[src/rtl/core/congestion_window_and_rto_control_assert.svh]
// Assertion macros for the congestion window and RTO controller.
`ifndef CONGESTION_WINDOW_AND_RTO_CONTROL_ASSERT_SVH
`define CONGESTION_WINDOW_AND_RTO_CONTROL_ASSERT_SVH

`ifndef SYNTHESIS
`define CWRC_ASSERT_IMP(lbl, clk, rst_n, ante, cons, msg) \
    lbl: assert property (@(posedge clk) disable iff (!rst_n) (ante) |-> (cons)) \
        else $error(msg);
`define CWRC_ASSERT_NXT(lbl, clk, rst_n, ante, cons, msg) \
    lbl: assert property (@(posedge clk) disable iff (!rst_n) (ante) |=> (cons)) \
        else $error(msg);
`else
`define CWRC_ASSERT_IMP(lbl, clk, rst_n, ante, cons, msg)
`define CWRC_ASSERT_NXT(lbl, clk, rst_n, ante, cons, msg)
`endif

`endif

[src/rtl/core/cwrc_pkg.sv]
// Types and constants shared by the congestion window and RTO controller.
package cwrc_pkg;

    localparam logic [1:0] MODE_ACK     = 2'd0;
    localparam logic [1:0] MODE_TIMEOUT = 2'd1;
    localparam logic [1:0] MODE_START   = 2'd2;

    localparam logic [1:0] PH_SLOW_START = 2'd0;
    localparam logic [1:0] PH_AVOIDANCE  = 2'd1;
    localparam logic [1:0] PH_RECOVERY   = 2'd2;
    localparam logic [1:0] PH_NONE       = 2'd3;

    localparam logic [1:0] CFG_ADV_WINDOW   = 2'd0;
    localparam logic [1:0] CFG_INIT_SEQ     = 2'd1;
    localparam logic [1:0] CFG_EXPECTED_SEQ = 2'd2;

    localparam logic [15:0] ADV_WINDOW_RST = 16'd64;
    localparam logic [31:0] INIT_SEQ_RST   = 32'd4294962293;
    localparam logic [15:0] WIN_MAX        = 16'hFFFF;
    localparam logic [7:0]  DUP_LIMIT      = 8'd3;
    localparam logic [7:0]  DUP_MAX        = 8'hFF;

    typedef struct packed {
        logic [1:0]  mode;
        logic        ack_flag;
        logic [31:0] peer_seq;
        logic [31:0] ack_number;
        logic [23:0] rtt_sample;
    } evt_item_t;

    typedef struct packed {
        logic [15:0] window;
        logic [15:0] slow_threshold;
        logic [31:0] retransmit_timeout;
        logic [1:0]  phase;
        logic [31:0] next_sequence;
    } res_item_t;

    typedef struct packed {
        logic [15:0] advertised_window;
        logic [31:0] initial_sequence;
        logic [31:0] expected_peer_seq;
    } cfg_regs_t;

    typedef struct packed {
        logic [15:0] window;
        logic [15:0] slow_threshold;
        logic [1:0]  phase;
        logic [31:0] next_sequence;
    } win_stat_t;

endpackage

[src/rtl/core/cwrc_rtt.sv]
// Smoothed RTT and deviation estimator with the retransmit timeout sum.
module cwrc_rtt (
    input  logic        clk,
    input  logic        rst_n,
    input  logic        upd,
    input  logic [23:0] sample,
    output logic [31:0] rto
);
    import cwrc_pkg::*;

    logic [31:0] srtt_reg, srtt_next;
    logic [31:0] dev_reg, dev_next;
    logic [31:0] srtt_base;
    logic [33:0] err;
    logic [33:0] mag;

    always_comb
    begin
        srtt_base = (srtt_reg == 32'd0) ? {8'd0, sample} : srtt_reg;
        err       = {10'd0, sample} - {5'd0, srtt_base[31:3]};
        mag       = err[33] ? (34'd0 - err) : err;
        srtt_next = srtt_reg;
        dev_next  = dev_reg;
        if (upd)
        begin
            srtt_next = srtt_base + err[31:0];
            dev_next  = dev_reg + mag[31:0] - {3'd0, dev_reg[31:3]};
        end
        rto = {3'd0, srtt_next[31:3]} + {1'd0, dev_next[31:1]};
    end

    always_ff @(posedge clk or negedge rst_n)
    begin
        if (!rst_n)
        begin
            srtt_reg <= 32'd0;
            dev_reg  <= 32'd0;
        end
        else
        begin
            srtt_reg <= srtt_next;
            dev_reg  <= dev_next;
        end
    end

endmodule

[src/rtl/core/cwrc_window.sv]
// Congestion window, threshold, duplicate count, phase flags and send base.
`include "congestion_window_and_rto_control_assert.svh"

module cwrc_window (
    input  logic                clk,
    input  logic                rst_n,
    input  logic                upd,
    input  cwrc_pkg::evt_item_t evt,
    input  cwrc_pkg::cfg_regs_t cfg,
    output cwrc_pkg::win_stat_t stat
);
    import cwrc_pkg::*;

    logic [15:0] cwnd_reg, cwnd_next;
    logic [15:0] ssth_reg, ssth_next;
    logic [7:0]  dup_reg, dup_next;
    logic        ss_reg, ss_next;
    logic        av_reg, av_next;
    logic        fr_reg, fr_next;
    logic [31:0] base_reg, base_next;

    logic        hit;
    logic [7:0]  dup_inc;
    logic [15:0] cwnd_inc;
    logic [15:0] half;
    logic [16:0] dbl;
    logic        grow_lin;

    always_comb
    begin
        hit      = evt.ack_flag && (evt.peer_seq == cfg.expected_peer_seq);
        dup_inc  = (dup_reg == DUP_MAX) ? dup_reg : dup_reg + 8'd1;
        cwnd_inc = (cwnd_reg == WIN_MAX) ? cwnd_reg : cwnd_reg + 16'd1;
        half     = {1'b0, cwnd_reg[15:1]};
        dbl      = {cwnd_reg, 1'b0};
        grow_lin = dbl > {1'b0, ssth_reg};

        cwnd_next = cwnd_reg;
        ssth_next = ssth_reg;
        dup_next  = dup_reg;
        ss_next   = ss_reg;
        av_next   = av_reg;
        fr_next   = fr_reg;
        base_next = base_reg;

        if (upd)
        begin
            case (evt.mode)
                MODE_ACK:
                begin
                    if (hit && (evt.ack_number == base_reg))
                    begin
                        dup_next = dup_inc;
                        if (dup_inc == DUP_LIMIT)
                        begin
                            ssth_next = half;
                            cwnd_next = half + 16'd3;
                        end
                        else if (dup_inc > DUP_LIMIT)
                        begin
                            cwnd_next = cwnd_inc;
                        end
                    end
                    else if (hit)
                    begin
                        if (grow_lin)
                        begin
                            if (!av_reg)
                            begin
                                fr_next = 1'b0;
                                ss_next = 1'b0;
                                av_next = 1'b1;
                            end
                            cwnd_next = cwnd_inc;
                        end
                        else
                        begin
                            cwnd_next = dbl[15:0];
                        end
                        if (dup_reg >= DUP_LIMIT)
                        begin
                            ss_next   = 1'b0;
                            av_next   = 1'b0;
                            fr_next   = 1'b1;
                            cwnd_next = ssth_reg;
                        end
                        dup_next  = 8'd0;
                        base_next = evt.ack_number;
                    end
                end
                MODE_TIMEOUT:
                begin
                    ss_next   = 1'b1;
                    ssth_next = half;
                    cwnd_next = 16'd1;
                    dup_next  = 8'd0;
                end
                MODE_START:
                begin
                    ss_next   = 1'b1;
                    av_next   = 1'b0;
                    fr_next   = 1'b0;
                    cwnd_next = 16'd1;
                    dup_next  = 8'd0;
                    ssth_next = cfg.advertised_window;
                    base_next = cfg.initial_sequence;
                end
                default:
                begin
                    cwnd_next = cwnd_reg;
                end
            endcase
        end

        stat.window         = cwnd_next;
        stat.slow_threshold = ssth_next;
        stat.next_sequence  = base_next;
        if (ss_next)
            stat.phase = PH_SLOW_START;
        else if (av_next)
            stat.phase = PH_AVOIDANCE;
        else if (fr_next)
            stat.phase = PH_RECOVERY;
        else
            stat.phase = PH_NONE;
    end

    always_ff @(posedge clk or negedge rst_n)
    begin
        if (!rst_n)
        begin
            cwnd_reg <= 16'd1;
            ssth_reg <= ADV_WINDOW_RST;
            dup_reg  <= 8'd0;
            ss_reg   <= 1'b1;
            av_reg   <= 1'b0;
            fr_reg   <= 1'b0;
            base_reg <= INIT_SEQ_RST;
        end
        else
        begin
            cwnd_reg <= cwnd_next;
            ssth_reg <= ssth_next;
            dup_reg  <= dup_next;
            ss_reg   <= ss_next;
            av_reg   <= av_next;
            fr_reg   <= fr_next;
            base_reg <= base_next;
        end
    end

    `CWRC_ASSERT_NXT(a_timeout_window, clk, rst_n, upd && (evt.mode == MODE_TIMEOUT), (cwnd_reg == 16'd1) && ss_reg && (dup_reg == 8'd0), "timeout did not drop window")
    `CWRC_ASSERT_NXT(a_start_base, clk, rst_n, upd && (evt.mode == MODE_START), (base_reg == $past(cfg.initial_sequence)) && !av_reg && !fr_reg, "start did not load send base")
    `CWRC_ASSERT_NXT(a_idle_hold, clk, rst_n, !upd, $stable(cwnd_reg) && $stable(ssth_reg) && $stable(base_reg), "window state moved without an item")

endmodule

[src/rtl/core/congestion_window_and_rto_control.sv]
// Congestion window and RTO controller top level: handshakes, config and result register.
// An accepted item passes through the input register, then the result register.
// Throughput: one item per cycle unless the result stalls; window per item, RTT per ACK.
// A stalled result holds; the input register still takes one more item behind it.
// Reset (rst_n, async, active low) loads config defaults, window 1, threshold 64,
// slow start, zero RTT estimates; payload registers are not reset.
`include "congestion_window_and_rto_control_assert.svh"

module congestion_window_and_rto_control (
    input  logic                clk,
    input  logic                rst_n,
    input  logic                evt_valid,
    output logic                evt_stall,
    input  cwrc_pkg::evt_item_t evt,
    output logic                res_valid,
    input  logic                res_stall,
    output cwrc_pkg::res_item_t res,
    input  logic                cfg_valid,
    output logic                cfg_ready,
    input  logic [1:0]          cfg_index,
    input  logic [31:0]         cfg_data
);
    import cwrc_pkg::*;

    cfg_regs_t   cfg_reg;
    evt_item_t   evt_reg;
    logic        evt_valid_reg;
    res_item_t   res_reg, res_next;
    logic        res_valid_reg;
    logic        res_free;
    logic        advance;
    logic        evt_take;
    logic [31:0] rto;
    win_stat_t   stat;

    assign cfg_ready = 1'b1;
    assign res_free  = !res_valid_reg || !res_stall;
    assign advance   = evt_valid_reg && res_free;
    assign evt_stall = evt_valid_reg && !res_free;
    assign evt_take  = evt_valid && !evt_stall;
    assign res_valid = res_valid_reg;
    assign res       = res_reg;

    always_ff @(posedge clk or negedge rst_n)
    begin
        if (!rst_n)
        begin
            cfg_reg.advertised_window <= ADV_WINDOW_RST;
            cfg_reg.initial_sequence  <= INIT_SEQ_RST;
            cfg_reg.expected_peer_seq <= 32'd0;
        end
        else if (cfg_valid && cfg_ready)
        begin
            case (cfg_index)
                CFG_ADV_WINDOW:   cfg_reg.advertised_window <= cfg_data[15:0];
                CFG_INIT_SEQ:     cfg_reg.initial_sequence  <= cfg_data;
                CFG_EXPECTED_SEQ: cfg_reg.expected_peer_seq <= cfg_data;
                default:          cfg_reg <= cfg_reg;
            endcase
        end
    end

    cwrc_rtt u_rtt (
        .clk    (clk),
        .rst_n  (rst_n),
        .upd    (advance && (evt_reg.mode == MODE_ACK)),
        .sample (evt_reg.rtt_sample),
        .rto    (rto)
    );

    cwrc_window u_window (
        .clk   (clk),
        .rst_n (rst_n),
        .upd   (advance),
        .evt   (evt_reg),
        .cfg   (cfg_reg),
        .stat  (stat)
    );

    always_comb
    begin
        res_next.window             = stat.window;
        res_next.slow_threshold     = stat.slow_threshold;
        res_next.retransmit_timeout = rto;
        res_next.phase              = stat.phase;
        res_next.next_sequence      = stat.next_sequence;
    end

    always_ff @(posedge clk or negedge rst_n)
    begin
        if (!rst_n)
        begin
            evt_valid_reg <= 1'b0;
            res_valid_reg <= 1'b0;
        end
        else
        begin
            if (!evt_valid_reg || res_free)
                evt_valid_reg <= evt_take;
            if (res_free)
                res_valid_reg <= advance;
        end
    end

    always_ff @(posedge clk)
    begin
        if (evt_take)
            evt_reg <= evt;
        if (advance)
            res_reg <= res_next;
    end

    `CWRC_ASSERT_IMP(a_stall_cause, clk, rst_n, evt_stall, evt_valid_reg && res_valid_reg && res_stall, "input stalled with room downstream")
    `CWRC_ASSERT_NXT(a_item_moves, clk, rst_n, advance, res_valid_reg, "advanced item produced no result")
    `CWRC_ASSERT_NXT(a_no_extra, clk, rst_n, res_valid_reg && !res_stall && !evt_valid_reg, !res_valid_reg, "result repeated without an item")

endmodule

[config.mk]
export PLATFORM = sky130hd
export DESIGN_NAME = congestion_window_and_rto_control
export DESIGN_NICKNAME = d
export VERILOG_FILES = /design/src/rtl/core/cwrc_pkg.sv /design/src/rtl/core/cwrc_rtt.sv /design/src/rtl/core/cwrc_window.sv /design/src/rtl/core/congestion_window_and_rto_control.sv
export VERILOG_INCLUDE_DIRS = /design/src /design/src/rtl/core
export SDC_FILE = /design/constraint.sdc
export NUM_CORES = 1
export LEC_CHECK = 0
export BUFFER_PORTS_ARGS = -buffer_cell sky130_fd_sc_hd__clkbuf_2
export CAP_MARGIN = 10
export CORE_MARGIN = 5
export CORE_UTILIZATION = 35
export CTS_CLUSTER_SIZE = 12
export DETAILED_ROUTE_END_ITERATION = 8
export PLACE_DENSITY = 0.56
export RECOVER_POWER = 50
export SYNTH_ARGS = -nofsm -noshare
export SYNTH_HDL_FRONTEND = slang
export SYNTH_SLANG_ARGS = --single-unit
[constraint.sdc]
create_clock -name clk -period 11.6 [get_ports clk]
set_input_delay 1.16 -clock clk [delete_from_list [all_inputs] [get_ports clk]]
set_output_delay 1.16 -clock clk [all_outputs]
set_load 0.03 [all_outputs]
# Word level (Yosys, flattened, before mapping)
# Cells that the tools add are included.
[classes]
muxes = 47
n_mul = 0
reduce_logical = 23
div_mod_pow = 0
n_eq_ne = 10
n_shift = 0
add_sub_neg = 9
magnitude_cmp = 3
bitwise_logic = 0
[op_table]
columns = ["operator", "n"]
rows = [
  ["2-to-1 mux 32 bit", 7],
  ["2-to-1 mux 16 bit", 11],
  ["adder 32 bit", 2],
  ["== test 32 bit", 2],
  ["one-hot mux 32 bit (2 select lines)", 1],
  ["one-hot mux 16 bit (3 select lines)", 1],
  ["adder 29 x 31 -> 32 bit", 1],
  ["logical NOT 32 bit", 1],
  ["one-hot mux 16 bit (2 select lines)", 1],
  ["subtractor 1 x 32 -> 32 bit, first input constant", 1],
  ["subtractor 32 x 29 -> 32 bit", 1],
  ["subtractor 24 x 29 -> 30 bit", 1],
  ["2-to-1 mux 8 bit", 3],
  ["2-to-1 mux 1 bit", 19],
  ["> comparator 17 x 16 -> 1 bit", 1],
  ["adder 15 x 2 -> 16 bit, second input constant", 1],
  ["adder 16 x 1 -> 16 bit, second input constant", 1],
  ["== test 16 bit, second input constant", 1],
  ["one-hot mux 8 bit (2 select lines)", 1],
  ["adder 8 x 1 -> 8 bit, second input constant", 1],
  ["== test 8 x 2 -> 1 bit, second input constant", 1],
  ["== test 8 bit, second input constant", 1],
  [">= comparator 8 x 2 -> 1 bit, second input constant", 1],
  ["> comparator 8 x 2 -> 1 bit, second input constant", 1],
  ["other kinds (12)", 30],
]
[totals]
n_memories = 0
romBits = 0
latchBits = 0
ff_bits = 410
input_bits = 130
mem_bits_rw = 0
output_inout_bits = 101
word_cells = 119

# Longest topological paths before layout
[logic_depth]
word_depth = 9
ltp_mapped = 53
ltp_nobuf = 48

# By module
# From an unflattened synthesis, not the netlist that was laid out.
[unflattened]
hier_cells = 2450
hier_area_um2 = 25388.1
[modules_own_cells]
columns = ["module", "cells_each", "n_inst", "area_per_inst_um2"]
rows = [
  ["cwrc_rtt", 1220, 1, 9788.1],
  ["congestion_window_and_rto_control", 372, 1, 8808.4],
  ["cwrc_window", 858, 1, 6791.5],
]

# Worst setup path before layout
# Ideal clock, no wire load.
[synth_timing]
kind = "flip-flop to flip-flop"
from = "register u_rtt.srtt_reg[27]"
to = "register res_reg (netlist bit res[64]) (data pin)"
arrival_time_ns = 10.768
setup_slack_ns = 0.568
path_stages_with_launch = 52
setup_time_ns = 0.265
path_cell_list = "dfrtp_1 > buf_6 > or4_4 > nor4_4 > and3_1 > clkbuf_1 > clkbuf_1 > a21o_1 > ha_1 > nor2b_1 > and2_1 > a31o_2 > o2111ai_1 > and3_1 > buf_2 > a211oi_1 > o31a_1 > o31a_1 > [16 not listed] > o21ai_0 > o41ai_1 > o2111ai_1 > a41oi_1 > o21ai_0 > a21o_1 > a211o_1 > a31oi_1 > xnor2_1 > o21ai_0 > ha_1 > nand2_1 > o21ai_0 > a2111oi_0 > nor2_1 > o31ai_1 > a21oi_1 > xnor2_1"
[synth_between]
elab_chain_len = 9
[synth_rtl]
columns = ["element", "line", "text"]
rows = [
  ["start: declaration", "cwrc_rtt.sv:11", "logic [31:0] srtt_reg, srtt_next;"],
  ["start signal: assignment", "cwrc_rtt.sv:41", "srtt_reg <= srtt_next;"],
  ["logical NOT 32 bit", "cwrc_rtt.sv:19", "srtt_base = (srtt_reg == 32'd0) ? {8'd0, sample} : srtt_reg;"],
  ["2-to-1 mux 32 bit (*)", "cwrc_rtt.sv:19", ""],
  ["subtractor 24 x 29 -> 30 bit (*)", "cwrc_rtt.sv:20", "err = {10'd0, sample} - {5'd0, srtt_base[31:3]};"],
  ["subtractor 1 x 32 -> 32 bit", "cwrc_rtt.sv:21", "mag = err[33] ? (34'd0 - err) : err;"],
  ["2-to-1 mux 32 bit (*)", "cwrc_rtt.sv:21", ""],
  ["adder 32 bit (*)", "cwrc_rtt.sv:27", "dev_next = dev_reg + mag[31:0] - {3'd0, dev_reg[31:3]};"],
  ["subtractor 32 x 29 -> 32 bit (*)", "cwrc_rtt.sv:27", ""],
  ["2-to-1 mux 32 bit (*)", "cwrc_rtt.sv:24", "if (upd)"],
  ["via u_rtt.dev_next[25]", "cwrc_rtt.sv:12", "logic [31:0] dev_reg, dev_next;"],
  ["adder 29 x 31 -> 32 bit (*)", "cwrc_rtt.sv:29", "rto = {3'd0, srtt_next[31:3]} + {1'd0, dev_next[31:1]};"],
  ["via rto[30]", "congestion_window_and_rto_control.sv:33", "logic [31:0] rto;"],
  ["end signal: assignment", "congestion_window_and_rto_control.sv:110", "res_reg <= res_next;"],
  ["end: declaration", "congestion_window_and_rto_control.sv:28", "res_item_t res_reg, res_next;"],
]
# Mark *: on every way through the listed nets, which the timed path passes. The rest lies on a longest branch.
# A chain may end at the register's enable or synchronous reset.

# Worst setup path after layout
# Same ends and word-level chain as after synthesis.

==> impl_metrics.toml <==
[power_and_ir_drop]
swShare_pct = 46.3
vdd_drop_max_mv = 0.179
p_int_mw = 5.50
leakage_nw = 11.6
power.switching_mw = 4.74
finalPower_mw = 10.2
power_density_nw_per_um2 = 360
p_seq_share_pct = 21.5
comb_power_share_pct = 63.3
clkPwrFrac_pct = 15.2

[layout]
regArea_um2 = 11300
finalInstanceArea_um2 = 28500
drive_above_1_share_pct = 15.6
n_antenna_cell = 0
largest_reg_flops = 98
nFillCells = 6844
nets = 2886
area_growth_pct = 15.1
multi_input_area_um2 = 12600

[clocking]
clk_latency_ps = 610
cts.sinks = 410
clockRootBuffer = "clkbuf_16"
cts-buffers-inserted = 49
cts_max_level = 2
cts.reportedPaths.clkPinSlew_ps = 60
clockBufferDepth = 3
cts_tree = "done"

[die]
chipWidth_um = 276
die-area_um2 = 76000
die_y_um = 276
ios = 231
rows = 97
core_um2 = 70000
start_util_pct = 35.3

[timing]
period_minus_slack_ps = 10770
timing.hold.ws_ps = 485
finClkSkew_ps = 32.7
max_freq_mhz = 92.9
drv_slew = 262
finalCritPeriodShare_pct = 92.8
worstMarginPinSlew_ps = 6020
final_hold_viol_count = 0
finalSetupViolCount = 0
maxSlewHeadroom_pct = -302

[yosys]
synth_cells = 2384
synth_commonest_cells = "243 x nand2_1, 189 x edfxtp_1, 165 x dfrtp_1, 149 x xnor2_1, 136 x o21ai_0"
netlist_area_um2 = 24700
ys.warnings.count = 0
yosysTopAreaCell = "edfxtp_1"
yosysSeqAreaShare_pct = 45.6
synth.distinct_cells = 92
yosysMostFrequentCell = "nand2_1"
ys_ff_latch = 410
async_flop_share_pct = 53.9
synth_edf_count = 189
syn-mean-instance-area_um2 = 10.4
synth_ff_type = "edfxtp_1"
synth_area_leaders = "edfxtp_1 23%, dfrtp_1 17%, ha_1 6.4%"
synth_top_area_share_pct = 23.0

[placed_design]
gp_congestion = 0.881
hpwl_um = 54800
place_area_um2 = 26900
port_buffers = 229

[global_route]
track_usage_pct = 18.9
grt_pass1_wl_um = 113000
grt_max_degree = 101
antenna_found_initial = 6
grt_overflow_total = 0
grt_pass1_vias = 19300

[critical_path]
cp_max_fo = 20
cp-end-kind = "flop"
slowest_delay_ps = 620
worstPathArrival_ps = 11120
required_ps = 11950
crit_path_frequent_cell = "o21ai_1"
crit_path_top_delay_cell = "or4_4"
critPathLaunchType = "flop"
path_class = "flop to flop"

[run_status]
violations = "max-capacitance violations, max-slew violations"
status = "finished with violations"

[drt]
first_iter_violations = 1460
routed_via_density = 5.38
ant_nets = 0
wl_um = 74100
wl_per_cell_um = 20.7
drc = 0
drt_first_pass_iters = 6
vias = 19300

[hold_path]
hold_class = "flop to flop"

[flow_run]
maxCapViolCount = 5
worst paths after layout:
| check | startpoint | end | slack (ps) | cells after the start |
|---|---|---|---|---|
| max | u_rtt.srtt_reg[27]$_DFF_PN0_ | res[64]$_DFFE_PP_ | 830 | 47 |
| min | u_window.base_reg[30]$_DFF_PN1_ | u_window.base_reg[30]$_DFF_PN1_ | 480 | 2 |
| max reg2reg | u_rtt.srtt_reg[27]$_DFF_PN0_ | res[64]$_DFFE_PP_ | 830 | 47 |
| min reg2reg | u_window.base_reg[30]$_DFF_PN1_ | u_window.base_reg[30]$_DFF_PN1_ | 480 | 2 |
| max in group asynchronous | rst_n | u_window.cwnd_reg[8]$_DFF_PN0_ | 2930 | 3 |
| min in group asynchronous | rst_n | u_rtt.srtt_reg[6]$_DFF_PN0_ | 2820 | 1 |
worst max-delay path, delay by kind of cell (launching register included):
kind,cells,cell delay [ps]
AOI/OAI and AO/OA,29,5850
xor gates and xnor gates,2,290
adders and majority gates,4,1410
buffers and inverters,2,340
DFF,1,470
and+or+nand+nor,10,2130
stage by stage:
| step | instances | setup TNS, ps | utilization [%] | setup slack (ps) |
|---|---|---|---|---|
| final | 3579 | 0 | 40.6 | 832 |
| after global routing | 3579 | -35.9 | 40.6 | -35.9 |
| after CTS | 3576 | 0 | 40.8 | 107 |
| after detailed placement | 3485 | -199 | 38.4 | -195 |
| after global placement | 3485 | 0 | 38.4 | 71.1 |
| after floorplan | 2385 | 0 | - | 568 |
power groups by stage:
stage	Combinational, mW	Clock (mW)	Sequential [mW]
floorplan	4.58	0	2.33
global placement	6.17	0	2.22
detailed placement	6.27	0	2.23
CTS	6.35	1.61	2.21
global route	7.14	1.67	2.25
finish	6.48	1.56	2.20
per-layer routing:
| layer | track usage, % | share of wire, % |
|---|---|---|
| met1 | 25.7 | 45 |
| met4 | 4.01 | 1.8 |
| met2 | 31.8 | 47 |
| met5 | 0 | 0.088 |
| met3 | 3.54 | 5.6 |
area by class of cell:
cell class	count	share of cell area (%)
flip-flops and latches	410	39.6
multi-input cells	1742	44.4
clock inverters	22	1.00
repair buffers	259	4.27
inverters	137	1.82
clock buffers	69	4.75
well taps	940	4.13
logic make-up (layout without fill, tap and decap cells):
kind of cell               count (synthesis)  in the layout  synth area share, %
and+or+nand+nor                          642            642                 12.3
AOI/OAI and AO/OA                        599            599                 16.4
DFF                                      410            410                 45.6
buffers and inverters                    233            487                 3.64
xor gates and xnor gates                 229            229                 8.17
adders and majority gates                168            168                 9.35
muxes                                    102            102                 4.58
other                                      1              2               0.0152
repair_timing:
item	in CTS	in global routing
pin swaps	0	3
buffers inserted	0	3
endpoints found under the setup margin	2	7
gates resized for setup	2	18
hold buffers	0	0
gates cloned	0	0
placed cells by master, fill, tap and decap left out, types with 48 or more instances in the layout:
cell type	count
clkbuf_2	113
dfrtp_1	165
xor2_1	78
mux2_2	89
o21ai_0	130
nand2_1	242
a21oi_1	130
edfxtp_1	189
dfstp_2	56
clkbuf_1	135
nor2_1	134
nor3_1	48
clkbuf_16	49
xnor2_1	149
inv_1	133
ha_1	125
(Power assumes the default switching activity.)
